File: src/rtl/cdq_pkg.sv
// Shared types and constants for the circular deque block.
// No dependencies; used by every other file of the block.
`timescale 1ns / 1ps

package cdq_pkg;

  localparam int DATA_W        = 32;
  localparam int CMD_W         = 2;
  localparam int STAT_W        = 2;
  localparam int OCC_W         = 4;
  localparam int DEPTH_DEFAULT = 8;

  // Commands carried by an input transaction
  typedef enum logic [CMD_W-1:0] {
    CMD_PUSH_BACK  = 2'd0,
    CMD_PUSH_FRONT = 2'd1,
    CMD_POP_BACK   = 2'd2,
    CMD_POP_FRONT  = 2'd3
  } cmd_e;

  // Result status codes
  typedef enum logic [STAT_W-1:0] {
    ST_OK        = 2'd0,
    ST_OVERFLOW  = 2'd1,
    ST_UNDERFLOW = 2'd2
  } status_e;

  // Outcome of one command, from the pointer unit to the top level
  typedef struct packed {
    status_e            status;
    logic [OCC_W-1:0]   occupancy;
    logic               pop_ok;
    logic               wr_en;
    logic               rd_en;
  } ptr_res_t;

endpackage

File: src/rtl/circular_deque_top.sv
// Top level of the circular deque: stream handshake, result pipeline and
// output register. Depends on cdq_pkg, cdq_ram and cdq_ptr.
//
//   Channel  Dir  tdata (low bit up)                     tuser
//   s        in   push_value[31:0]                       cmd[1:0]
//   m        out  popped_value[31:0], occupancy[35:32]   status[1:0]
//
// A command is decided and its slot written or read at the edge that accepts
// it; the result waits in the pending stage until the output register is free,
// by then the slot memory has its read data out. One command per cycle is
// taken while the output side keeps up. A stalled output holds the result
// and the one behind it, then stops accepting. Reset leaves the deque empty;
// slot contents are not cleared and are only read after being written.
`timescale 1ns / 1ps

module circular_deque_top #(
  parameter int DEPTH = cdq_pkg::DEPTH_DEFAULT
) (
  input  logic               clk_i,
  input  logic               rst_ni,
  input  logic               s_tvalid_i,
  output logic               s_tready_o,
  input  logic signed [31:0] s_tdata_i,  // [31:0] push_value
  input  logic [1:0]         s_tuser_i,  // [1:0] cmd
  output logic               m_tvalid_o,
  input  logic               m_tready_i,
  output logic [39:0]        m_tdata_o,  // [31:0] popped_value, [35:32] occupancy, rest 0
  output logic [1:0]         m_tuser_o   // [1:0] status
);

  localparam int IDX_W = $clog2(DEPTH);

  logic                       step;
  logic [IDX_W-1:0]           addr;
  cdq_pkg::ptr_res_t          res;
  logic [cdq_pkg::DATA_W-1:0] rdata;

  logic                       p_valid_q;
  cdq_pkg::status_e           p_status_q;
  logic [cdq_pkg::OCC_W-1:0]  p_occ_q;
  logic                       p_pop_q;
  logic                       p_move;

  logic                       out_valid_q;
  cdq_pkg::status_e           out_status_q;
  logic [cdq_pkg::DATA_W-1:0] out_value_q;
  logic [cdq_pkg::OCC_W-1:0]  out_occ_q;

  // Pointer unit decides each accepted command
  cdq_ptr #(
    .DEPTH (DEPTH),
    .IDX_W (IDX_W)
  ) u_ptr (
    .clk_i  (clk_i),
    .rst_ni (rst_ni),
    .step_i (step),
    .cmd_i  (cdq_pkg::cmd_e'(s_tuser_i)),
    .addr_o (addr),
    .res_o  (res)
  );

  // Slot memory
  cdq_ram #(
    .DEPTH (DEPTH),
    .IDX_W (IDX_W)
  ) u_ram (
    .clk_i   (clk_i),
    .we_i    (res.wr_en),
    .re_i    (res.rd_en),
    .addr_i  (addr),
    .wdata_i (s_tdata_i),
    .rdata_o (rdata)
  );

  // Advance the pending stage when the output register frees up
  assign p_move     = p_valid_q && (!out_valid_q || m_tready_i);
  assign s_tready_o = !p_valid_q || p_move;
  assign step       = s_tvalid_i && s_tready_o;

  // Hold the decision while the slot read completes
  always_ff @(posedge clk_i or negedge rst_ni) begin
    if (!rst_ni) begin
      p_valid_q <= 1'b0;
    end else if (s_tready_o) begin
      p_valid_q <= step;
    end
  end

  always_ff @(posedge clk_i) begin
    if (step) begin
      p_status_q <= res.status;
      p_occ_q    <= res.occupancy;
      p_pop_q    <= res.pop_ok;
    end
  end

  // Output register
  always_ff @(posedge clk_i or negedge rst_ni) begin
    if (!rst_ni) begin
      out_valid_q <= 1'b0;
    end else if (p_move) begin
      out_valid_q <= 1'b1;
    end else if (m_tready_i) begin
      out_valid_q <= 1'b0;
    end
  end

  always_ff @(posedge clk_i) begin
    if (p_move) begin
      out_status_q <= p_status_q;
      out_value_q  <= p_pop_q ? rdata : '0;
      out_occ_q    <= p_occ_q;
    end
  end

  assign m_tvalid_o = out_valid_q;
  assign m_tdata_o  = {4'b0, out_occ_q, out_value_q};
  assign m_tuser_o  = out_status_q;

endmodule

File: src/rtl/cdq_ram.sv
// Slot store of the deque: one write/read port, registered read data.
// Depends on cdq_pkg for the data width.
`timescale 1ns / 1ps

module cdq_ram #(
  parameter int DEPTH = cdq_pkg::DEPTH_DEFAULT,
  parameter int IDX_W = $clog2(DEPTH)
) (
  input  logic                       clk_i,
  input  logic                       we_i,
  input  logic                       re_i,
  input  logic [IDX_W-1:0]           addr_i,
  input  logic [cdq_pkg::DATA_W-1:0] wdata_i,
  output logic [cdq_pkg::DATA_W-1:0] rdata_o
);

  logic [cdq_pkg::DATA_W-1:0] mem [DEPTH];
  logic [cdq_pkg::DATA_W-1:0] rdata_q;

  // Write the addressed slot
  always_ff @(posedge clk_i) begin
    if (we_i) begin
      mem[addr_i] <= wdata_i;
    end
  end

  // Read the addressed slot; the read data is registered
  always_ff @(posedge clk_i) begin
    if (re_i) begin
      rdata_q <= mem[addr_i];
    end
  end

  assign rdata_o = rdata_q;

endmodule

File: src/rtl/cdq_ptr.sv
// Head/tail pointer unit: decides each command, updates the ring indices
// and drives the slot address. Depends on cdq_pkg.
`timescale 1ns / 1ps

module cdq_ptr #(
  parameter int DEPTH = cdq_pkg::DEPTH_DEFAULT,
  parameter int IDX_W = $clog2(DEPTH)
) (
  input  logic              clk_i,
  input  logic              rst_ni,
  input  logic              step_i,
  input  cdq_pkg::cmd_e     cmd_i,
  output logic [IDX_W-1:0]  addr_o,
  output cdq_pkg::ptr_res_t res_o
);

  localparam int               CNT_W    = $clog2(DEPTH + 1);
  localparam logic [IDX_W-1:0] LAST_IDX = IDX_W'(DEPTH - 1);

  logic [IDX_W-1:0] head_q, head_d;
  logic [IDX_W-1:0] tail_q, tail_d;
  logic             empty_q, empty_d;
  logic             full;
  logic [CNT_W-1:0] cnt_next;
  logic [CNT_W+cdq_pkg::OCC_W-1:0] cnt_ext;

  function automatic logic [IDX_W-1:0] ring_next(input logic [IDX_W-1:0] i);
    return (i == LAST_IDX) ? '0 : i + IDX_W'(1);
  endfunction

  function automatic logic [IDX_W-1:0] ring_prev(input logic [IDX_W-1:0] i);
    return (i == '0) ? LAST_IDX : i - IDX_W'(1);
  endfunction

  // Element count from the indices: ((t - h) mod DEPTH) + 1, zero when empty
  function automatic logic [CNT_W-1:0] count_of(input logic [IDX_W-1:0] h,
                                                input logic [IDX_W-1:0] t,
                                                input logic             e);
    logic [IDX_W:0] diff;
    diff = {1'b0, t} - {1'b0, h};
    if (diff[IDX_W]) begin
      diff = diff + (IDX_W+1)'(DEPTH);
    end
    return e ? '0 : CNT_W'(diff[IDX_W-1:0]) + CNT_W'(1);
  endfunction

  assign full = !empty_q && (ring_next(tail_q) == head_q);

  // Decide the command against the current indices
  always_comb begin
    head_d          = head_q;
    tail_d          = tail_q;
    empty_d         = empty_q;
    addr_o          = '0;
    res_o.status    = cdq_pkg::ST_OK;
    res_o.pop_ok    = 1'b0;
    res_o.wr_en     = 1'b0;
    res_o.rd_en     = 1'b0;
    case (cmd_i)
      cdq_pkg::CMD_PUSH_BACK, cdq_pkg::CMD_PUSH_FRONT: begin
        if (full) begin
          res_o.status = cdq_pkg::ST_OVERFLOW;
        end else if (empty_q) begin
          head_d      = '0;
          tail_d      = '0;
          empty_d     = 1'b0;
          addr_o      = '0;
          res_o.wr_en = step_i;
        end else if (cmd_i == cdq_pkg::CMD_PUSH_BACK) begin
          tail_d      = ring_next(tail_q);
          addr_o      = ring_next(tail_q);
          res_o.wr_en = step_i;
        end else begin
          head_d      = ring_prev(head_q);
          addr_o      = ring_prev(head_q);
          res_o.wr_en = step_i;
        end
      end
      cdq_pkg::CMD_POP_BACK, cdq_pkg::CMD_POP_FRONT: begin
        if (empty_q) begin
          res_o.status = cdq_pkg::ST_UNDERFLOW;
        end else if (head_q == tail_q) begin
          // Last element leaves: back to the empty ring at slot zero
          addr_o       = head_q;
          res_o.rd_en  = step_i;
          res_o.pop_ok = 1'b1;
          empty_d      = 1'b1;
          head_d       = '0;
          tail_d       = '0;
        end else if (cmd_i == cdq_pkg::CMD_POP_BACK) begin
          addr_o       = tail_q;
          res_o.rd_en  = step_i;
          res_o.pop_ok = 1'b1;
          tail_d       = ring_prev(tail_q);
        end else begin
          addr_o       = head_q;
          res_o.rd_en  = step_i;
          res_o.pop_ok = 1'b1;
          head_d       = ring_next(head_q);
        end
      end
      default: begin
        res_o.status = cdq_pkg::ST_OK;
      end
    endcase

    // Report the count after the command, masked to the field width
    cnt_next        = count_of(head_d, tail_d, empty_d);
    cnt_ext         = {{cdq_pkg::OCC_W{1'b0}}, cnt_next};
    res_o.occupancy = cnt_ext[cdq_pkg::OCC_W-1:0];
  end

  // Commit the indices on an accepted command
  always_ff @(posedge clk_i or negedge rst_ni) begin
    if (!rst_ni) begin
      head_q  <= '0;
      tail_q  <= '0;
      empty_q <= 1'b1;
    end else if (step_i) begin
      head_q  <= head_d;
      tail_q  <= tail_d;
      empty_q <= empty_d;
    end
  end

endmodule

File: config.mk
export PLATFORM = sky130hd
export DESIGN_NAME = circular_deque_top
export DESIGN_NICKNAME = d
export VERILOG_FILES = /design/src/rtl/cdq_pkg.sv /design/src/rtl/circular_deque_top.sv /design/src/rtl/cdq_ram.sv /design/src/rtl/cdq_ptr.sv
export SDC_FILE = /design/constraint.sdc
export NUM_CORES = 1
export LEC_CHECK = 0
export BUFFER_PORTS_ARGS = -buffer_cell sky130_fd_sc_hd__buf_2
export CORE_MARGIN = 2
export CORE_UTILIZATION = 53
export DETAILED_ROUTE_END_ITERATION = 10
export PLACE_DENSITY_LB_ADDON = 0.12
export SLEW_MARGIN = 15
export SYNTH_ARGS = -nofsm -noshare
export SYNTH_HDL_FRONTEND = slang
export SYNTH_SLANG_ARGS = --single-unit
File: constraint.sdc
create_clock -name clk_i -period 16.6 [get_ports clk_i]
set_input_delay 0.83 -clock clk_i [delete_from_list [all_inputs] [get_ports clk_i]]
set_output_delay 0.83 -clock clk_i [all_outputs]
set_load 0.01 [all_outputs]
Yosys cells after proc, flatten, opt, wreduce, memory -nomap -nowiden
Memories as Yosys holds them, arrays and structs flattened. A register that Yosys moved wholly into a read port is not among the register bits.
Index checks and enable logic that the tools add are counted.

storage, ports and cells
  register bits = 54
  bits in writable memories = 256
  output and inout port bits = 44
  memories kept = 1
  word-level logic and storage cells = 82
  input port bits = 38

memory list
  name       words  bits a word  rd ports  clocked after memory_dff  wr ports  RTL line       text
  u_ram.mem  8      32           1         1                         1         cdq_ram.sv:17  logic [cdq_pkg::DATA_W-1:0] mem [DEPTH];

operators by class
  mux-type cells = 42
  reductions and logical operators = 14
  equality and inequality tests = 7
  add/sub/neg operators = 7

operators with widths
  cell                 number
  $mux 3               23
  $pmux 3 s2           3
  $mux 1               13
  $add 3x1->3 const B  3
  $eq 3x3->1           2
  $eq 3x3->1 const B   2
  $logic_not 3->1      2
  $sub 3x1->3 const B  2
  $add 3x1->4 const B  1
  $eq 2x2->1 const B   2
  $pmux 2 s2           1
  $reduce_or 2->1      2
  $sub 3x3->4          1
  $logic_and 1x1->1    3
  $logic_not 1->1      3
  $eq 2x1->1 const B   1
  $logic_not 2->1      1
  $logic_or 1x1->1     2
  $mux 2               1
  $pmux 1 s2           1
  $reduce_bool 2->1    1

Depth between registers and ports, before layout
Gate-level depths: netlist of run 1.

  depth after elaboration = 10
  gate-level depth with buffers = 16
  mapped depth without buffers = 14

By module
A second synthesis of run 1 with hierarchy kept.

unflattened totals
  cell total of the unflattened synthesis = 702
  area, all modules = 13705.6 µm²

by module, submodules not included
  module              times used  cells each  area each (µm²)  sequential area each (µm²)
  cdq_ram             1           453         10820.4          8648.3
  circular_deque_top  1           93          1741.7           1401.3
  cdq_ptr             1           156         1143.6           176.4

Worst setup path after synthesis of run 1
No wires, ideal clock.

  path type = input to register
  start = in s_tuser_i[0]
  end = mem u_ram.mem[7][0] in the netlist's numbering (enable)
  setup time = 0.513 ns
  data required time = 16.087 ns
  arrival = 5.527 ns
  stages on the path = 7
  setup slack = 10.559 ns
  path buffers = 4
  cells stage by stage = clkbuf_1 -> clkbuf_1 -> nor2_1 -> o32a_1 -> buf_2 -> buf_2 -> nor4b_1

on the way
  cells in the longest elaborated chain, start to end = 5
  elaborated cells on any way between the ends = 16
  classes of those cells = 3 x eq/ne; 10 x mux; 3 x reduce/logical

ends and longest elaborated chain
  what                                         RTL line                      text
  start: declaration                           circular_deque_top.sv:24      input logic [1:0] s_tuser_i,
  $eq 2x2->1, or another cell as far along     cdq_ptr.sv:59, cdq_ptr.sv:90
  $mux 3, or another cell as far along         cdq_ptr.sv:90                 end else if (cmd_i == cdq_pkg::CMD_POP_BACK) begin
  $mux 3, or another cell as far along         cdq_ptr.sv:82                 end else if (head_q == tail_q) begin
  $mux 3, or another cell as far along         cdq_ptr.sv:80                 if (empty_q) begin
  $pmux 3 s2 / $mux 1 (equally long branches)  cdq_ptr.sv:59, cdq_ram.sv:23
  end: declaration                             cdq_ram.sv:17

Several ways; a longest one is shown, not always the timed one.

Final worst setup path of run 1
  start = reg u_ptr.tail_q[0]
  end = mem u_ram.mem[1][20] in the netlist's numbering (enable)

on the way
  cells in the longest elaborated chain, start to end = 8
  elaborated cells on any way between the ends = 17
  classes of those cells = 1 x add/sub; 3 x eq/ne; 12 x mux; 1 x reduce/logical

ends and longest elaborated chain
  what                                              RTL line        text
  start: declaration                                cdq_ptr.sv:21   logic [IDX_W-1:0] tail_q, tail_d;
  start signal: assignment                          cdq_ptr.sv:121  tail_q <= tail_d;
  $add 3x1->3 / $eq 3x3->1 (equally long branches)  cdq_ptr.sv:28   return (i == LAST_IDX) ? '0 : i + IDX_W'(1);
  $mux 3                                            cdq_ptr.sv:28
  $eq 3x3->1                                        cdq_ptr.sv:47   assign full = !empty_q && (ring_next(tail_q) == head_q);
  $logic_and 1x1->1                                 cdq_ptr.sv:47
  $mux 1                                            cdq_ptr.sv:61   if (full) begin
  $mux 1                                            cdq_ptr.sv:59   case (cmd_i)
  $mux 1                                            cdq_ram.sv:22   if (we_i) begin
  $mux 1 (implied by the code)                      cdq_ram.sv:23   mem[addr_i] <= wdata_i;

Several ways; a longest one is shown, not always the timed one.

==> results.json, run 1 <==
{
  "status": "finished, final reports clean",
  "antenna_found_initial": 0,
  "layout_commonest_cell": "edfxtp_1",
  "fin_ws_ns": 11.90,
  "slowest_delay_ns": 0.87,
  "period_share": 0.283,
  "die_w_um": 163,
  "critPathRequiredTime_ns": 16.78,
  "crit_fanout": 68,
  "leakagePower_nw": 5.16,
  "final_cell_mix": "edfxtp_1, buf_2, mux4_2",
  "finish.net_count": 796,
  "ios": 82,
  "portBuffers": 77,
  "totalWireLength_mm": 25.1,
  "die_h_um": 163,
  "cp_num_buf_inv": 3,
  "end_kind": "register",
  "path_cells": "inv_1 > ha_1 > xor2_1 > nor4_1 > o32a_2 > buf_4 > nand2_1 > nor3_2 > buf_4",
  "viasPerCell": 5.76,
  "ys_ff_latch": 342,
  "wl_per_cell_um": 22.8,
  "relSlewSlack": 0.268,
  "drcViolationCount": 0,
  "power.total_mw": 2.81,
  "synth_area_mm2": 0.0134,
  "initial_core_util": 0.537,
  "synth_cells": 653,
  "worst_ir_drop_vdd_uv": 103,
  "clock.fmax_ghz": 0.213,
  "async_reset_ff_frac": 0.0263,
  "cts_hold_buf": 0,
  "synth_area_leaders": "edfxtp_1, mux4_2, mux2_2",
  "cts.sinks": 342,
  "overflow": 0,
  "cp-start-kind": "register",
  "post_cts_resized": 0,
  "postCtsSetupBuffers": 0,
  "cp.arrival_ns": 4.88,
  "grt_start_max_net_pins": 69,
  "p_seq_frac": 0.412,
  "grt_pass1_wl_mm": 38.7,
  "firstDrtPassIters": 5,
  "combPwrFrac": 0.318,
  "netSwitchingPower_uw": 806,
  "setup_viol": 0,
  "syn_avg_cell_area_um2": 20.6,
  "synth_cell_types": 57,
  "synth_edf_count": 333,
  "synth_seq_area_share": 0.761,
  "skew_ns": 0.0180,
  "cap_violations": 0,
  "finalSetupTns_ns": 0,
  "cts_tree": "done",
  "clkLatencyLatePin_ns": 0.52,
  "p_int_mw": 2.00,
  "pre_cts_ws_ns": 11.87,
  "hpwl_mm": 14.0,
  "rsz0062_at_grt": "false",
  "pwr-share-clk": 0.270,
  "synthDominantCellAreaShare": 0.744,
  "worstMarginPinSlew_ns": 1.10,
  "path_clk_slew_ns": 0.06,
  "stdcell_area_mm2": 0.0153,
  "slew_viol_final": 0,
  "min_period_ns": 4.70,
  "globalplace.congestion": 0.860,
  "path_class": "reg2reg",
  "switching_share": 0.287,
  "crit_family": "simple AND/OR/NAND/NOR gates",
  "power.density_mw_per_mm2": 183,
  "htree_levels": 2,
  "hold_viol": 0,
  "clockBufferDepth": 3,
  "grt_use_total": 0.197,
  "yosys_warnings": 0,
  "grt_pass1_vias": 6572,
  "netlist.top_cell.by_area": "edfxtp_1",
  "coreArea_mm2": 0.0250,
  "ant_nets": 0,
  "num_vias": 6340,
  "critical-path-slowest-cell": "nor3_2",
  "drive_gt1_frac": 0.329,
  "hold_path_class": "in2async",
  "place_area_mm2": 0.0142,
  "synth_ff_type": "edfxtp_1",
  "synthToLayoutAreaGrowth_pct": 13.9,
  "antennaDiodeCount": 0,
  "first_iter_violations": 494,
  "cp_common_cell": "buf_4",
  "placementRows": 58,
  "cts_root_buffer": "clkbuf_16",
  "die_area_mm2": 0.0266,
  "cts_buffers": 35
}
==> worst paths after layout <==
check / startpoint / slack [ns] / to / depth (start not counted)
setup / recovery: u_ptr.tail_q[0]$_DFFE_PN0P_ / 11.90 / u_ram.mem[1][20]$_DFFE_PP_ / 9
hold / removal: rst_ni / 0.17 / u_ptr.tail_q[1]$_DFFE_PN0P_ / 1
hold reg to reg: p_occ_q[1]$_SDFFCE_PP0P_ / 0.41 / out_occ_q[1]$_DFFE_PP_ / 0
min in group clk_i: p_occ_q[1]$_SDFFCE_PP0P_ / 0.41 / out_occ_q[1]$_DFFE_PP_ / 0
max in group asynchronous: rst_ni / 16.18 / u_ptr.empty_q$_DFFE_PN1P_ / 1
setup reg to reg: u_ptr.tail_q[0]$_DFFE_PN0P_ / 11.90 / u_ram.mem[1][20]$_DFFE_PP_ / 9
==> per-layer routing <==
| layer | up-vias | global-route usage | part of all wire |
|---|---|---|---|
| met5 | - | 0 | 0 |
| met4 | 0 | 0.0551 | 0.019 |
| met3 | 36 | 0.0338 | 0.049 |
| met2 | 183 | 0.334 | 0.51 |
| met1 | 3295 | 0.267 | 0.43 |
| li1 | 2826 | - | - |
==> Yosys cell counts, drive strengths merged (5+ instances only) <==
cell / count
nor2: 17
and2: 37
xor2: 5
a21oi: 5
ha: 10
buf: 23
inv: 12
o21ai: 11
clkbuf: 14
nand2: 14
mux4: 64
nor3: 9
edfxtp: 333
dfrtp: 8
mux2: 34
==> worst reg2reg max path, stage by stage (launching register included) <==
cell and delay (ns):
dfrtp_1 0.56, inv_1 0.14, ha_1 0.37, xor2_1 0.17, nor4_1 0.38, o32a_2 0.22
buf_4 0.75, nand2_1 0.39, nor3_2 0.87, buf_4 0.51
==> flip-flops by register name (all words and copies together) (netlist names) <==
signal	count
out_occ_q	4
u_ptr.tail_q	3
m_tvalid_o	1
u_ptr.head_q	3
u_ram.mem	256
out_value_q	32
p_valid_q	1
p_occ_q	4
m_tuser_o	2
u_ptr.empty_q	1
p_status_q	2
p_pop_q	1
u_ram.rdata_o	32
==> cell families after synthesis <==
group                      synth area share
xor gates and xnor gates            0.00735
muxes                                 0.139
adders and majority gates            0.0108
DFF                                   0.761
other                              0.000279
AOI/OAI and AO/OA                    0.0235
buffers and inverters                0.0204
and+or+nand+nor                      0.0382
==> metrics by stage <==
step	hold slack (ns)	std cells	util
floorplan	0.400	656	-
global placement	0.405	1040	0.567
detailed placement	0.406	1040	0.567
CTS	0.158	1100	0.611
global route	0.171	1100	0.611
finish	0.165	1100	0.611
==> cell type report <==
cell class / instances / area, µm²
clock buffer: 41 / 918
clock inverter: 19 / 185
fill: 1798 / 9730
inverter: 13 / 48.8
multi-input combinational: 264 / 3020
sequential: 342 / 10200
tap: 330 / 413
timing repair buffer: 91 / 490
==> power by group through the flow <==
| stage | Combinational [mW] | Sequential (mW) | Clock [mW] |
|---|---|---|---|
| after floorplan | 0.722 | 1.16 | 0 |
| after global placement | 0.895 | 1.17 | 0 |
| after detailed placement | 0.908 | 1.18 | 0 |
| after CTS | 0.913 | 1.16 | 0.774 |
| after global routing | 0.980 | 1.17 | 0.805 |
| final | 0.894 | 1.16 | 0.757 |
Note: power is estimated with default switching activity, not from simulation.
==> run 2, diff against run 1 <==
--- a/config.mk
+++ b/config.mk
@@ -5,6 +5,7 @@
 export SDC_FILE = /design/constraint.sdc
 export NUM_CORES = 1
 export LEC_CHECK = 0
+export ABC_AREA = 1
 export BUFFER_PORTS_ARGS = -buffer_cell sky130_fd_sc_hd__buf_2
 export CORE_MARGIN = 2
 export CORE_UTILIZATION = 53
==> constraint.sdc (replaced) <==
create_clock -name clk_i -period 4.62 [get_ports clk_i]
set_input_delay 0.231 -clock clk_i [delete_from_list [all_inputs] [get_ports clk_i]]
set_output_delay 0.231 -clock clk_i [all_outputs]
set_load 0.01 [all_outputs]
==> run 2 against run 1 <==
  * The run now ends with hold timing left
  * Highest routed layer unchanged
  * Combinational power rose to 3.7 times the previous value
  * Synthesized cell count up 62%
  * Sequential power rose to 3.6 times the previous value
==> results.json, run 2 <==
{
  "totalWireLength_mm": 28.4,
  "final_util": 0.619,
  "yosys_warnings": 0,
  "overflow": 0,
  "cap_violations": 0,
  "critPathRequiredTime_ns": 4.86,
  "critical-path-slowest-cell": "dfrtp_1",
  "clkLatencyLatePin_ns": 0.51,
  "min_period_ns": 3.53,
  "first_iter_violations": 573,
  "clockBufferDepth": 3,
  "num_vias": 8109,
  "rsz0062_at_grt": "false",
  "highest_layer": "met4",
  "grt_pass1_wl_mm": 44.9,
  "cts_tree": "done",
  "netlist.top_cell.by_area": "edfxtp_1",
  "cts_buffers": 36,
  "wl_met1_mm": 12.4,
  "worst_ir_drop_vdd_uv": 551,
  "finish.net_count": 1219,
  "synth_cell_types": 34,
  "antenna_found_initial": 0,
  "setup_viol": 0,
  "cp.arrival_ns": 3.77,
  "power.density_mw_per_mm2": 637,
  "end_kind": "register",
  "yosys-top-cells-count": "edfxtp_1, nand2_1, inv_1",
  "cts_root_buffer": "clkbuf_16",
  "hpwl_mm": 15.3,
  "met2WireLength_mm": 13.9,
  "die_h_um": 166,
  "violations": "hold timing",
  "postCtsSetupBuffers": 0,
  "async_reset_ff_frac": 0.0263,
  "hold_viol": 5,
  "viasPerCell": 5.29,
  "post_cts_resized": 0,
  "relSlewSlack": 0.404,
  "synth_cells": 1058,
  "synth_most_common_cell": "edfxtp_1",
  "grt_use_total": 0.211,
  "hold_path_class": "in2reg",
  "die_w_um": 166,
  "cts.sinks": 342,
  "largest-register": "u_ram.mem",
  "die_area_mm2": 0.0276,
  "worstMarginPinSlew_ns": 0.892,
  "wl_per_cell_um": 18.5,
  "synth_seq_area_share": 0.735,
  "synth_ff_type": "edfxtp_1",
  "slew_viol_final": 0,
  "layout_commonest_cell": "edfxtp_1",
  "placementRows": 59,
  "skew_ns": 0.0118,
  "coreArea_mm2": 0.0259,
  "syn_avg_cell_area_um2": 13.2,
  "crit_fanout": 11,
  "firstDrtPassIters": 5,
  "synthDominantCellAreaShare": 0.719,
  "path_class": "reg2reg",
  "synth_area_mm2": 0.0139,
  "largest_reg_flops": 256,
  "htree_levels": 2,
  "period_share": 0.764,
  "final_cell_mix": "edfxtp_1, nand2_1, inv_1",
  "antennaDiodeCount": 0,
  "cp-start-kind": "register",
  "nFillCells": 1973,
  "slowest_delay_ns": 0.46,
  "drive_gt1_frac": 0.167,
  "dr_wl_met3_mm": 1.56,
  "drcViolationCount": 0,
  "globalplace.congestion": 0.847,
  "path_clk_slew_ns": 0.06,
  "leakagePower_nw": 6.04,
  "cts_hold_buf": 30,
  "status": "finished with violations",
  "initial_core_util": 0.537,
  "whs_ns": -0.00167,
  "ys_ff_latch": 342,
  "clock.fmax_ghz": 0.283,
  "finalSetupTns_ns": 0,
  "synth_edf_count": 333,
  "grt_start_max_net_pins": 133,
  "ant_nets": 0,
  "path_cells": "ha_1 > ha_1 > nand2_1 > nand3_1 > nor2_2 > nand2_2 > inv_1 > nor2_1 > o21ai_0 > nand2_1 > o21ai_0 > inv_1 > ha_1 > inv_1 > fa_1 > ha_1 > inv_1 > nand3_1 > nand2_1 > nor2_1",
  "synthToLayoutAreaGrowth_pct": 15.2,
  "portBuffers": 77,
  "ios": 82,
  "grt_pass1_vias": 7985,
  "synth_area_leaders": "edfxtp_1, o211ai_1, nand2_1"
}
## run 2: kinds of logic after synthesis
kind of cell    synth area share
xor+xnor                 0.00180
fa+ha+maj                 0.0104
other cells             0.000269
buf+inv                   0.0610
compound gates            0.0798
flops                      0.735
simple gates               0.112
## run 2: metrics by stage
step | worst slack (ns) | instances | area, µm² | power (mW)
global placement | 1.14 | 1437 | 14600 | 7.54
CTS | 1.10 | 1533 | 16000 | 10.3
floorplan | 0.857 | 1061 | 13900 | 6.74
finish | 1.09 | 1533 | 16000 | 10.2
detailed placement | 1.11 | 1437 | 14600 | 7.59
global route | 0.719 | 1533 | 16000 | 10.9
## run 2: power breakdown
part           internal, mW  switching, mW
combinational          1.05           2.30
sequential             4.02          0.155
clock                  1.57           1.12
total                  6.64           3.57
## run 2: final cells by class
class                           instances  area [µm²]  share of cell area
Tap cell                              335         419              0.0261
Inverter                              133         504              0.0314
Multi-Input combinational cell        532        2940               0.183
Clock buffer                           50         996              0.0621
Clock inverter                         16         120             0.00749
Sequential cell                       342       10200               0.638
Timing Repair Buffer                  125         833              0.0520
## run 2: worst max-delay path: cells and delay by family, from the launching register on
kind,cells,cell delay (ns)
adder cells (fa/ha/maj),5,1.38
AND/OR/NAND/NOR,9,0.82
flip-flops,1,0.46
buffers and inverters,4,0.35
AO/OA/AOI/OAI,2,0.25
## run 2: worst paths after layout
path | startpoint | endpoint | slack [ns] | cells after the start
max reg2reg | u_ptr.tail_q[0]$_DFFE_PN0P_ | p_occ_q[2]$_SDFFCE_PP0P_ | 1.09 | 20
min in group asynchronous | rst_ni | m_tvalid_o$_DFFE_PN0P_ | 0.11 | 2
min | s_tdata_i[7] | u_ram.mem[1][7]$_DFFE_PP_ | -0.002 | 1
min reg2reg | p_occ_q[0]$_SDFFCE_PP0P_ | out_occ_q[0]$_DFFE_PP_ | 0.42 | 0
max in group asynchronous | rst_ni | u_ptr.empty_q$_DFFE_PN1P_ | 4.26 | 2
max | u_ptr.tail_q[0]$_DFFE_PN0P_ | p_occ_q[2]$_SDFFCE_PP0P_ | 1.09 | 20
## run 2: routing by layer
metal | up-vias | track usage
met5 | - | 0
met4 | 0 | 0.0552
met3 | 42 | 0.0331
met2 | 233 | 0.351
met1 | 3856 | 0.293
li1 | 3978 | -
==> run 3, diff against run 2 <==
--- a/config.mk
+++ b/config.mk
@@ -5,7 +5,7 @@
 export SDC_FILE = /design/constraint.sdc
 export NUM_CORES = 1
 export LEC_CHECK = 0
-export ABC_AREA = 1
+export ABC_AREA = 0
 export BUFFER_PORTS_ARGS = -buffer_cell sky130_fd_sc_hd__buf_2
 export CORE_MARGIN = 2
 export CORE_UTILIZATION = 53
==> constraint.sdc (replaced) <==
create_clock -name clk_i -period 2.92 [get_ports clk_i]
set_input_delay 0.146 -clock clk_i [delete_from_list [all_inputs] [get_ports clk_i]]
set_output_delay 0.146 -clock clk_i [all_outputs]
set_load 0.01 [all_outputs]
==> run 3 against run 2 <==
  * The flow finishes with violations (setup timing)
  * Final area grew 8.6%
  * Setup slack got worse by 1.7 ns
  * Global-route usage is 1.9 points higher
  * Sequential share of layout area shrank 5.1 points
  * Hold slack improved by 0.041 ns
  * Non-clock buffer count grew 128
  * Clock power is 52% higher
  * Sequential cell count is the same
  * Critical endpoint unchanged
  * Largest power group is now combinational cells
==> results.json, run 3 (same netlist as run 1, synthesis figures left out) <==
{
  "largest-register": "u_ram.mem",
  "crit_family": "adder cells",
  "combPwrFrac": 0.423,
  "portBuffers": 77,
  "startpoint": "u_ptr.tail_q[0]$_DFFE_PN0P_",
  "num_vias": 7056,
  "cp_num_buf_inv": 3,
  "cp-start-kind": "register",
  "ios": 82,
  "ant_nets": 0,
  "antenna_found_initial": 0,
  "first_iter_violations": 565,
  "drive_gt1_frac": 0.433,
  "place_area_mm2": 0.0151,
  "layout_commonest_cell": "edfxtp_1",
  "status": "finished with violations",
  "cap_violations": 0,
  "globalplace.congestion": 0.867,
  "antennaDiodeCount": 0,
  "violations": "setup timing",
  "netSwitchingPower_mw": 5.31,
  "whs_ns": 0.0398,
  "relSlewSlack": 0.610,
  "multi_input_area_mm2": 0.00322,
  "path_class": "reg2reg",
  "end_kind": "register",
  "viasPerCell": 5.61,
  "coreArea_mm2": 0.0250,
  "totalWireLength_mm": 30.5,
  "clock.fmax_ghz": 0.280,
  "firstDrtPassIters": 5,
  "switching_share": 0.289,
  "cts_root_buffer": "clkbuf_16",
  "hold_viol": 0,
  "setup_viol": 163,
  "r2r_start": "u_ptr.tail_q[0]$_DFFE_PN0P_",
  "cts.sinks": 342,
  "power.density_mw_per_mm2": 1060,
  "fin_ws_ns": -0.655,
  "cp_common_cell": "ha_4",
  "placementRows": 58,
  "grt_pass1_wl_mm": 44.6,
  "stdcell_area_mm2": 0.0174,
  "die_area_mm2": 0.0266,
  "clkLatencyLatePin_ns": 0.51,
  "final_util": 0.696,
  "synthToLayoutAreaGrowth_pct": 29.6,
  "drcViolationCount": 0,
  "seqCellArea_mm2": 0.0102,
  "period_share": 1.22,
  "path_clk_slew_ns": 0.06,
  "rsz0062_at_grt": "true",
  "critPathRequiredTime_ns": 3.17,
  "skew_ns": 0.0184,
  "p_seq_frac": 0.353,
  "die_h_um": 163,
  "worstMarginPinSlew_ns": 0.578,
  "r2r_slack_ns": -0.66,
  "slowest_delay_ns": 0.57,
  "overflow": 0,
  "final_cell_mix": "edfxtp_1, buf_4, buf_2",
  "initial_core_util": 0.537,
  "critical-path-slowest-cell": "fa_2",
  "grt_start_max_net_pins": 33,
  "leakagePower_nw": 6.17,
  "cts_buffers": 35,
  "pwr-share-clk": 0.223,
  "wl_per_cell_um": 24.3,
  "crit_fanout": 3,
  "min_period_ns": 3.58,
  "nFillCells": 1581,
  "htree_levels": 2,
  "grt_pass1_vias": 7306,
  "die_w_um": 163,
  "finish.net_count": 958,
  "cts_tree": "done",
  "p_int_mw": 13.1,
  "clockBufferDepth": 3,
  "worst_ir_drop_vdd_uv": 639,
  "hold_path_class": "in2async",
  "hpwl_mm": 16.5,
  "cp.arrival_ns": 3.83,
  "largest_reg_flops": 256,
  "slew_viol_final": 0,
  "path_cells": "buf_6 > inv_4 > ha_4 > xor2_2 > or4_4 > nor2_4 > o21ai_2 > a31oi_2 > ha_2 > inv_2 > fa_2 > ha_4 > xnor2_2 > xnor3_1 > and2_1",
  "grt_use_total": 0.230
}
==> run 3: per-stage QoR <==
step	setup slack, ns	setup TNS (ns)	total power [mW]	cells
5_1_grt	-0.819	-94.27	19.2	1258
4_1_cts	-0.677	-78.71	18.1	1243
3_3_place_gp	-0.765	-85.58	12.9	1116
3_5_place_dp	-0.835	-99.66	13.0	1116
2_1_floorplan	-0.728	-109.06	11.1	656
6_report	-0.655	-78.31	18.4	1258
==> run 3: what timing repair did <==
item                       CTS  global route
hold endpoints to repair   267             0
cloned                       9             5
buffers inserted            27            11
hold buffers                36             0
pin swaps                    8            12
gates resized for setup     35            34
setup endpoints to repair  291           291
==> run 3: final timing paths <==
path	end	cells after the start
max in group asynchronous	u_ptr.empty_q$_DFFE_PN1P_	2
worst min-delay path	u_ptr.head_q[2]$_DFFE_PN0P_	2
worst min register to register	out_occ_q[1]$_DFFE_PP_	0
worst max-delay path	p_occ_q[2]$_SDFFCE_PP0P_	15
worst max register to register	p_occ_q[2]$_SDFFCE_PP0P_	15
min in group clk_i	u_ptr.empty_q$_DFFE_PN1P_	3
==> run 3: power by group through the flow <==
stage          Sequential [mW]  Combinational (mW)  Clock, mW
2_1_floorplan             6.57                4.51          0
3_3_place_gp              6.55                6.38          0
3_5_place_dp              6.58                6.44          0
4_1_cts                   6.49                7.50       4.14
5_1_grt                   6.53                8.35       4.35
6_report                  6.49                7.78       4.10
==> run 3: per-layer routing <==
metal / vias up / wire (µm) / GRT usage
met5: - / 0 / 0
met4: 0 / 602 / 0.0607
met3: 48 / 1310 / 0.0325
met2: 189 / 15800 / 0.401
met1: 3660 / 12800 / 0.306
li1: 3159 / - / -
==> run 3: cell type report <==
class	count	share of cell area
Tap cell	330	0.0237
Clock inverter	15	0.00697
Timing Repair Buffer	253	0.143
Multi-Input combinational cell	264	0.185
Inverter	13	0.00309
Clock buffer	41	0.0516
Sequential cell	342	0.587
==> run 3: worst register-to-register path: stages (launching register included) <==
cell,delay (ns)
dfrtp_1,0.40
buf_6,0.13
inv_4,0.05
ha_4,0.20
xor2_2,0.15
or4_4,0.55
nor2_4,0.14
o21ai_2,0.06
a31oi_2,0.22
ha_2,0.21
inv_2,0.04
fa_2,0.57
ha_4,0.15
xnor2_2,0.10
xnor3_1,0.21
and2_1,0.16
